[src/rtl/mahp_pkg.sv]
// shared types, codes, tables and constants of the mpeg audio header parser
// no dependencies
package mahp_pkg;

  localparam logic [31:0] SYNC_MASK = 32'hFFE0_0000;

  // version codes
  localparam logic [1:0] VER_MPEG25 = 2'd0;
  localparam logic [1:0] VER_RSVD   = 2'd1;
  localparam logic [1:0] VER_MPEG2  = 2'd2;
  localparam logic [1:0] VER_MPEG1  = 2'd3;

  // layer codes
  localparam logic [1:0] LAYER_RSVD = 2'd0;
  localparam logic [1:0] LAYER_III  = 2'd1;
  localparam logic [1:0] LAYER_II   = 2'd2;
  localparam logic [1:0] LAYER_I    = 2'd3;

  // sample rate index codes
  localparam logic [1:0] SRI_44K1 = 2'd0;
  localparam logic [1:0] SRI_48K  = 2'd1;
  localparam logic [1:0] SRI_32K  = 2'd2;
  localparam logic [1:0] SRI_RSVD = 2'd3;

  localparam logic [1:0] MODE_MONO = 2'd3;

  localparam logic [3:0] BRI_FREE = 4'd0;
  localparam logic [3:0] BRI_BAD  = 4'd15;

  localparam int FB_W   = 12;
  localparam int SR_W   = 16;
  localparam int BR_W   = 9;
  localparam int SPF_W  = 11;
  localparam int CH_W   = 2;
  localparam int COEF_W = 8;
  localparam int N_W    = 17;  // coef * bitrate * rate multiple
  localparam int X_W    = 20;  // dividend, 10 * n for the 44.1k family
  localparam int RCP_W  = 20;
  localparam int RCP_SH = 24;
  localparam int DIV_W  = 9;

  localparam logic [RCP_W-1:0] RCP_44K1 = 20'd38043;   // floor(2^24 / 441)
  localparam logic [RCP_W-1:0] RCP_48K  = 20'd349525;  // floor(2^24 / 48)
  localparam logic [RCP_W-1:0] RCP_32K  = 20'd524288;  // 2^24 / 32, exact
  localparam logic [DIV_W-1:0] DIV_44K1 = 9'd441;
  localparam logic [DIV_W-1:0] DIV_48K  = 9'd48;
  localparam logic [DIV_W-1:0] DIV_32K  = 9'd32;

  typedef logic [BR_W-1:0] br_tab_t [14];

  localparam br_tab_t BR_M1_L1  = '{9'd32, 9'd64, 9'd96, 9'd128, 9'd160, 9'd192, 9'd224,
                                   9'd256, 9'd288, 9'd320, 9'd352, 9'd384, 9'd416, 9'd448};
  localparam br_tab_t BR_M1_L2  = '{9'd32, 9'd48, 9'd56, 9'd64, 9'd80, 9'd96, 9'd112,
                                   9'd128, 9'd160, 9'd192, 9'd224, 9'd256, 9'd320, 9'd384};
  localparam br_tab_t BR_M1_L3  = '{9'd32, 9'd40, 9'd48, 9'd56, 9'd64, 9'd80, 9'd96,
                                   9'd112, 9'd128, 9'd160, 9'd192, 9'd224, 9'd256, 9'd320};
  localparam br_tab_t BR_M2_L1  = '{9'd32, 9'd48, 9'd56, 9'd64, 9'd80, 9'd96, 9'd112,
                                   9'd128, 9'd144, 9'd160, 9'd176, 9'd192, 9'd224, 9'd256};
  localparam br_tab_t BR_M2_L23 = '{9'd8, 9'd16, 9'd24, 9'd32, 9'd40, 9'd48, 9'd56,
                                   9'd64, 9'd80, 9'd96, 9'd112, 9'd128, 9'd144, 9'd160};

  // fields decoded from one header word
  typedef struct packed {
    logic              ok;
    logic              layer_one;
    logic              pad;
    logic [1:0]        ver;
    logic [1:0]        sri;
    logic [COEF_W-1:0] coef;
    logic [BR_W-1:0]   br;
    logic [SR_W-1:0]   sr;
    logic [SPF_W-1:0]  spf;
    logic [CH_W-1:0]   ch;
  } hdr_info_t;

  // fields that ride along the arithmetic stages unchanged
  typedef struct packed {
    logic             ok;
    logic             layer_one;
    logic             pad;
    logic [1:0]       sri;
    logic [BR_W-1:0]  br;
    logic [SR_W-1:0]  sr;
    logic [SPF_W-1:0] spf;
    logic [CH_W-1:0]  ch;
  } carry_t;

  function automatic logic [BR_W-1:0] bitrate_lookup(input logic is_m1,
                                                     input logic [1:0] lay,
                                                     input logic [3:0] bri);
    logic [3:0] t;
    t = bri - 4'd1;
    if (bri == BRI_FREE || bri == BRI_BAD) begin
      return '0;
    end
    if (is_m1) begin
      if (lay == LAYER_I) return BR_M1_L1[t];
      if (lay == LAYER_II) return BR_M1_L2[t];
      return BR_M1_L3[t];
    end
    return (lay == LAYER_I) ? BR_M2_L1[t] : BR_M2_L23[t];
  endfunction

  function automatic logic [RCP_W-1:0] recip_of(input logic [1:0] sri);
    unique case (sri)
      SRI_44K1: return RCP_44K1;
      SRI_48K:  return RCP_48K;
      default:  return RCP_32K;
    endcase
  endfunction

  function automatic logic [DIV_W-1:0] divisor_of(input logic [1:0] sri);
    unique case (sri)
      SRI_44K1: return DIV_44K1;
      SRI_48K:  return DIV_48K;
      default:  return DIV_32K;
    endcase
  endfunction

endpackage

[src/rtl/mahp_decode.sv]
// header field decode: checks, version, layer, rates, samples and channels
// depends on mahp_pkg
module mahp_decode import mahp_pkg::*; (
  input  logic [31:0] header_word_i,
  output hdr_info_t   info_o
);

  logic [1:0] ver, lay, sri, mode;
  logic [3:0] bri;
  logic       is_m1;
  logic [SR_W-1:0] base_sr;

  assign ver  = header_word_i[20:19];
  assign lay  = header_word_i[18:17];
  assign bri  = header_word_i[15:12];
  assign sri  = header_word_i[11:10];
  assign mode = header_word_i[7:6];
  assign is_m1 = (ver == VER_MPEG1);

  always_comb begin
    unique case (sri)
      SRI_44K1: base_sr = 16'd44100;
      SRI_48K:  base_sr = 16'd48000;
      default:  base_sr = 16'd32000;
    endcase
  end

  always_comb begin
    info_o.ok = ((header_word_i & SYNC_MASK) == SYNC_MASK) && (ver != VER_RSVD) &&
                (lay != LAYER_RSVD) && (bri != BRI_FREE) && (bri != BRI_BAD) &&
                (sri != SRI_RSVD);
    info_o.layer_one = (lay == LAYER_I);
    info_o.pad = header_word_i[9];
    info_o.ver = ver;
    info_o.sri = sri;
    info_o.br  = bitrate_lookup(is_m1, lay, bri);
    priority if (is_m1) begin
      info_o.sr = base_sr;
    end else if (ver == VER_MPEG2) begin
      info_o.sr = base_sr >> 1;
    end else begin
      info_o.sr = base_sr >> 2;
    end
    priority if (lay == LAYER_I) begin
      info_o.coef = 8'd12;
      info_o.spf  = 11'd384;
    end else if (lay == LAYER_III && !is_m1) begin
      info_o.coef = 8'd72;
      info_o.spf  = 11'd576;
    end else begin
      info_o.coef = 8'd144;
      info_o.spf  = 11'd1152;
    end
    info_o.ch = (mode == MODE_MONO) ? 2'd1 : 2'd2;
  end

endmodule

[src/rtl/mpeg_audio_header_parser.sv]
// mpeg audio frame header parser: four-stage pipeline, one header per cycle unless the output stalls
// a header transfer passes through the stage 1, 2, 3 and 4 registers before its result can transfer
// throughput: one header per cycle; each stage holds on a stall and fills bubbles
// frame length uses one 20x20 reciprocal multiply and a one-step correction
// reset (rst_ni low, asynchronous) empties all stage valid bits; payload is not reset
// depends on mahp_pkg and mahp_decode
module mpeg_audio_header_parser import mahp_pkg::*; (
  input  logic             clk_i,
  input  logic             rst_ni,
  input  logic             in_valid_i,
  output logic             in_ready_o,
  input  logic [31:0]      header_word_i,
  output logic             out_valid_o,
  input  logic             out_ready_i,
  output logic             valid_res_o,
  output logic [FB_W-1:0]  frame_len_o,
  output logic [SR_W-1:0]  srate_o,
  output logic [BR_W-1:0]  brate_o,
  output logic [SPF_W-1:0] frame_spf_o,
  output logic [CH_W-1:0]  channels_o
);

  // the frame length is floor(coef * br * 1000 / sr) with sr = base / k,
  // k = 1, 2 or 4 by version. that equals floor(n * 1000 / base) with
  // n = coef * br * k, which is n * 10 / 441, n / 48 or n / 32.
  // the quotient is taken by a reciprocal multiply that may fall one short,
  // then fixed by one compare of the remainder against the divisor.

  // stage advance: a stage takes new data when empty or when it drains
  logic v1_q, v2_q, v3_q, v4_q;
  logic adv1, adv2, adv3, adv4;

  assign adv4 = !v4_q || out_ready_i;
  assign adv3 = !v3_q || adv4;
  assign adv2 = !v2_q || adv3;
  assign adv1 = !v1_q || adv2;
  assign in_ready_o = adv1;

  always_ff @(posedge clk_i or negedge rst_ni) begin
    if (!rst_ni) begin
      v1_q <= 1'b0;
      v2_q <= 1'b0;
      v3_q <= 1'b0;
      v4_q <= 1'b0;
    end else begin
      if (adv1) v1_q <= in_valid_i;
      if (adv2) v2_q <= v1_q;
      if (adv3) v3_q <= v2_q;
      if (adv4) v4_q <= v3_q;
    end
  end

  // stage 1: field decode and table lookups
  hdr_info_t info_d, info_q;

  mahp_decode u_decode (
    .header_word_i (header_word_i),
    .info_o        (info_d)
  );

  always_ff @(posedge clk_i) begin
    if (adv1 && in_valid_i) info_q <= info_d;
  end

  // stage 2: dividend n = coef * br * k, times 10 for the 44.1k family
  logic [COEF_W+BR_W-1:0] cb;
  logic [N_W-1:0]         n;
  logic [X_W-1:0]         x2_d, x2_q;
  carry_t                 c1, c2_q;

  assign cb = info_q.coef * info_q.br;

  always_comb begin
    unique case (info_q.ver)
      VER_MPEG1: n = N_W'(cb);
      VER_MPEG2: n = N_W'({cb, 1'b0});
      default:   n = N_W'({cb, 2'b00});
    endcase
  end

  // times ten as (8n + 2n)
  assign x2_d = (info_q.sri == SRI_44K1) ? (X_W'({n, 3'b000}) + X_W'({n, 1'b0}))
                                         : X_W'(n);

  always_comb begin
    c1.ok        = info_q.ok;
    c1.layer_one = info_q.layer_one;
    c1.pad       = info_q.pad;
    c1.sri       = info_q.sri;
    c1.br        = info_q.br;
    c1.sr        = info_q.sr;
    c1.spf       = info_q.spf;
    c1.ch        = info_q.ch;
  end

  always_ff @(posedge clk_i) begin
    if (adv2 && v1_q) begin
      x2_q <= x2_d;
      c2_q <= c1;
    end
  end

  // stage 3: quotient estimate by reciprocal multiply
  logic [X_W+RCP_W-1:0] prod3;
  logic [FB_W-1:0]      qe3_q;
  logic [X_W-1:0]       x3_q;
  carry_t               c3_q;

  assign prod3 = x2_q * recip_of(c2_q.sri);

  always_ff @(posedge clk_i) begin
    if (adv3 && v2_q) begin
      qe3_q <= prod3[RCP_SH +: FB_W];
      x3_q  <= x2_q;
      c3_q  <= c2_q;
    end
  end

  // stage 4: remainder correction, padding and layer i slot scaling
  logic [DIV_W-1:0]      dvs;
  logic [FB_W+DIV_W-1:0] qd;
  logic [X_W-1:0]        rem;
  logic [FB_W-1:0]       q;
  logic [FB_W+1:0]       fb_raw;
  logic                  res_ok;

  assign dvs = divisor_of(c3_q.sri);
  assign qd  = qe3_q * dvs;
  assign rem = x3_q - X_W'(qd);
  assign q   = qe3_q + FB_W'(rem >= X_W'(dvs));

  always_comb begin
    if (c3_q.layer_one) begin
      fb_raw = {(FB_W'(q) + FB_W'(c3_q.pad)), 2'b00};
    end else begin
      fb_raw = (FB_W+2)'(q) + (FB_W+2)'(c3_q.pad);
    end
  end

  // a frame shorter than the header itself is rejected
  assign res_ok = c3_q.ok && (fb_raw >= (FB_W+2)'(4));

  always_ff @(posedge clk_i) begin
    if (adv4 && v3_q) begin
      valid_res_o <= res_ok;
      frame_len_o <= res_ok ? fb_raw[FB_W-1:0] : '0;
      srate_o     <= res_ok ? c3_q.sr : '0;
      brate_o     <= res_ok ? c3_q.br : '0;
      frame_spf_o <= res_ok ? c3_q.spf : '0;
      channels_o  <= res_ok ? c3_q.ch : '0;
    end
  end

  assign out_valid_o = v4_q;

endmodule

[config.mk]
export PLATFORM = sky130hd
export DESIGN_NAME = mpeg_audio_header_parser
export DESIGN_NICKNAME = d
export VERILOG_FILES = /design/src/rtl/mahp_pkg.sv /design/src/rtl/mahp_decode.sv /design/src/rtl/mpeg_audio_header_parser.sv
export SDC_FILE = /design/constraint.sdc
export NUM_CORES = 1
export LEC_CHECK = 0
export ABC_AREA = 1
export BUFFER_PORTS_ARGS = -buffer_cell sky130_fd_sc_hd__clkbuf_2
export CAP_MARGIN = 5
export CELL_PAD_IN_SITES_DETAIL_PLACEMENT = 0
export CELL_PAD_IN_SITES_GLOBAL_PLACEMENT = 1
export CORE_ASPECT_RATIO = 0.75
export CORE_MARGIN = 2
export CORE_UTILIZATION = 55
export DETAILED_ROUTE_END_ITERATION = 16
export PLACE_DENSITY = 0.9
export SLEW_MARGIN = 25
export SYNTH_ARGS = -nofsm -noshare
export SYNTH_HDL_FRONTEND = slang
export SYNTH_HIERARCHICAL = 1
export SYNTH_SLANG_ARGS = --single-unit
export TNS_END_PERCENT = 1
[constraint.sdc]
create_clock -name clk_i -period 17 [get_ports clk_i]
set_clock_uncertainty 0.1 [all_clocks]
set_input_delay 5.1 -clock clk_i [delete_from_list [all_inputs] [get_ports clk_i]]
set_output_delay 5.1 -clock clk_i [all_outputs]
set_load 0.02 [all_outputs]
==> results.md <==
Status:
- The flow ran to the end, and the final reports show no timing, DRC or antenna violations.

GRT:
- The first global-routing pass estimated 96.9 mm of wire.
- The initial antenna violation count is 0.
- The via count of the first global-routing pass is ~18000.
- Entering global routing, the biggest net connects 76 pins.
- Global routing finished with a remaining overflow of 0.
- Global routing consumed, over all layers together, between 20% and 30% of the routing resources.

Worst hold path:
- The worst hold path terminates at c2_q[19].
- The hold path startpoint is c1[19].
- The count of cells along the worst hold path is 0.
- The worst min-delay path class is reg2reg.

Timing:
- Static timing analysis puts the maximum clock frequency at 0.0865 GHz.
- The number of pins with negative max-slew slack in the final report is 0.
- The post-route clock period utilization is about 68%.
- The time the final worst path needs with I/O delays and setup is 11.56 ns.
- Setup repair after global routing left no endpoint under its margin.
- The worst pin sits at a relative slew slack of between 30% and 40%.
- At the pin with the least slew margin, the transition time is a little under 1 ns.
- Adding up every negative setup slack in the final design gives 0 ns.
- The number of setup violations in the final report is 0.
- The final count of hold timing violations was 0.

Layout:
- The number of filler cells placed in the layout is 4059.
- The area growth from synthesis to final layout is 6.27%.
- The fraction of layout cells with a size suffix above 1 is between 7 and 8%.
- The repair_antennas step left the layout with diodes totalling 0.
- The final layout contains around 3500 nets.

Synth:
- Sequential elements use 28.2% of the synthesized area.
- After synthesis, the netlist uses 52 different library cells.
- The number of synthesis warnings is 6.
- The mapped netlist covers 26100 um^2.
- The synthesized area per cell is a little over 9 um^2.
- The synthesized instance count is approximately 2800.
- The synthesized design contains ~250 register bits.

Drt:
- The aggregate routed wire length is between 50 and 60 mm.
- After detailed routing, the number of remaining DRC violations is 0.
- The first routing iteration left 1517 violations.
- The routed via count is approximately 18000.
- Before antenna repair, the detailed router went through 5 iterations.
- Dividing the detail-routed wire length by the instance count gives between 15 and 20 um.
- The detail route stage leaves a number of antenna-violating nets equal to 0.
- The vias per cell is between 5 and 6.

Floorplanning:
- The total area inside the core boundary comes to 47100 um^2.
- The y dimension of the die is 193 um.
- The I/O pin count is about 90.
- The area of the die is 49300 um^2.
- The die is approximately 260 um wide.
- The initial utilization of the core area, before any placement, comes to 55.4%.
- The row count is 69.

Place:
- During placement, the flow inserted port buffers numbering 80.
- The detailed placement HPWL is ~50 mm.
- The final estimated routing congestion in global placement is 0.992.

Clocking:
- Clock-pin slew was measured on the worst setup and hold paths at around 0.060 ns.
- The clock latency on the worst-skew pair is about 0.52 ns.
- The maximum clock path buffer count is 3.
- The post-CTS repair timing setup buffer count is 0.
- The clock tree from TritonCTS is yes.
- The number of gates resized after CTS is 0.
- The clock drives roughly 250 sinks.
- CTS built an H-tree with a depth of 1.
- The number of clock buffers added by TritonCTS is 23.
- The cell sitting at the root of the clock tree is a sky130_fd_sc_hd__clkbuf_16.
- The count of hold-fix buffers inserted at cts is 0.

Setup path:
- The worst endpoint required time is 11.80 ns.
- The data arrival at the endpoint of the critical path is around 6.4 ns.
- On the worst path, the slowest cell contributes a delay of roughly 0.23 ns.
- The source of the worst register-to-register timing path is c3_q[39].
- The critical path start-end classification is in2out.
- The worst setup path is captured at a primary output.
- The logic depth of the worst register-to-register path is 40.
- Along the worst path, the maximum fanout reaches 3.
- The type of element launching the critical path is an input port.
- The worst reg2reg path endpoint is frame_len_o[9].
- The register-to-register setup slack is between 7 and 8 ns.
- The library cell contributing the largest single delay on the critical path is sky130_fd_sc_hd__nor2_1.
- The critical path starts at out_ready_i.
- The critical path goes through clkbuf_2 > nor2_1 > inv_1 > nor2_1 > inv_1 > nor2_1 > inv_1 > nor2_1 > inv_1 > clkbuf_2.

Run:
- The count of maximum capacitance violations is 0.
[worst max-delay path, delay by kind of cell]
kind	cells	cell delay [ns]
buffers and inverters	6	0.59
and+or+nand+nor	4	0.66
[Yosys cell counts, drive strengths merged]
| master | number | area, um^2 |
|---|---|---|
| a211oi | 2 | 15.0 |
| a21boi | 4 | 30.0 |
| a21o | 4 | 30.0 |
| a21oi | 114 | 578 |
| a221oi | 2 | 17.5 |
| a22oi | 1 | 7.51 |
| a31oi | 5 | 31.3 |
| and2 | 3 | 18.8 |
| and3 | 3 | 18.8 |
| buf | 38 | 297 |
| clkbuf | 25 | 93.8 |
| clkinv | 5 | 18.8 |
| conb | 1 | 3.75 |
| dfrtp | 4 | 100 |
| edfxtp | 242 | 7270 |
| fa | 308 | 6170 |
| ha | 311 | 3890 |
| inv | 736 | 2760 |
| nand2 | 446 | 1760 |
| nand2b | 1 | 6.26 |
| nand3 | 94 | 503 |
| nand3b | 5 | 37.5 |
| nand4 | 17 | 113 |
| nor2 | 259 | 1130 |
| nor3 | 15 | 75.1 |
| nor4 | 5 | 31.3 |
| o211ai | 6 | 45.0 |
| o21a | 12 | 90.1 |
| o21ai | 65 | 325 |
| o21bai | 9 | 67.6 |
| o221ai | 1 | 8.76 |
| o22ai | 11 | 68.8 |
| o31ai | 3 | 22.5 |
| or2 | 3 | 18.8 |
| xnor2 | 18 | 158 |
| xor2 | 36 | 315 |
[state kept, by name (all words and copies together) (netlist names), 2 cells and up]
| name | flops |
|---|---|
| c3_q | 43 |
| frame_spf_o | 11 |
| info_q | 10 |
| c2_q | 43 |
| qe3_q | 12 |
| channels_o | 2 |
| srate_o | 16 |
| frame_len_o | 12 |
| x2_q | 20 |
| c1 | 43 |
| brate_o | 9 |
| x3_q | 20 |
[kinds of logic after synthesis]
| logic type | after synthesis | synth area share (%) |
|---|---|---|
| other | 1 | 0.0144 |
| adder cells (fa/ha/maj) | 619 | 38.5 |
| buffers and inverters | 804 | 12.1 |
| AO/OA/AOI/OAI | 239 | 5.12 |
| XOR/XNOR | 54 | 1.81 |
| AND/OR/NAND/NOR | 851 | 14.2 |
| flip-flops | 246 | 28.2 |
[layer usage]
layer | track usage, % | wire (um)
met5 | 0 | 0
met4 | 3.62 | 774
met3 | 5.03 | 5260
met2 | 36.6 | 25000
met1 | 39.0 | 29000
[metrics by stage]
step                      setup WS [ns]  cells  instance area [um^2]  hold WS [ns]  util, %
after floorplan                    6.04   2826                 26200         0.300        -
after global placement             5.48   3489                 27000         0.300     57.4
after detailed placement           5.43   3489                 27000         0.305     57.4
after CTS                          5.42   3529                 27700         0.310     58.8
after global routing               5.27   3530                 27800         0.317     58.9
final                              5.44   3530                 27800         0.317     58.9
[cells in the final DEF (no fill, tap or decap), drive strengths merged]
cell,netlist,routed
inv,736,738
nand2,446,446
ha,311,311
fa,308,308
nor2,259,259
edfxtp,242,242
a21oi,114,114
clkbuf,25,104
nand3,94,94
o21ai,65,65
xor2,36,36
xnor2,18,18
nand4,17,17
clkinv,5,16
nor3,15,15
conb,1,13
o21a,12,12
o22ai,11,11
o21bai,9,9
buf,38,8
o211ai,6,6
nand3b,5,5
a31oi,5,5
nor4,5,5
a21o,4,4
a21boi,4,4
dfrtp,4,4
or2,3,3
and2,3,3
and3,3,3
o31ai,3,3
a221oi,2,2
a211oi,2,2
clkinvlp,0,2
o221ai,1,1
nand2b,1,1
a22oi,1,1
bufinv,0,1
[worst max-delay path by stage]
stage | to | slack [ns] | depth (start not counted)
2_1_floorplan | in_ready_o | 6.04 | 8
3_3_place_gp | in_ready_o | 5.48 | 10
3_5_place_dp | in_ready_o | 5.43 | 10
4_1_cts | in_ready_o | 5.42 | 10
5_1_grt | in_ready_o | 5.27 | 10
6_report | in_ready_o | 5.44 | 10
[area by class of cell]
cell class	count	area, um^2	share of cell area, %
repair buffers	88	473	1.70
well taps	639	800	2.88
inverters	741	2780	10.0
clock inverters	16	118	0.424
flip-flops and latches	246	7370	26.5
clock buffers	24	579	2.09
multi-input cells	1776	15600	56.3
Power is not shown: default switching activity piles up to over one toggle a cycle in this logic, so the estimate is an artifact.
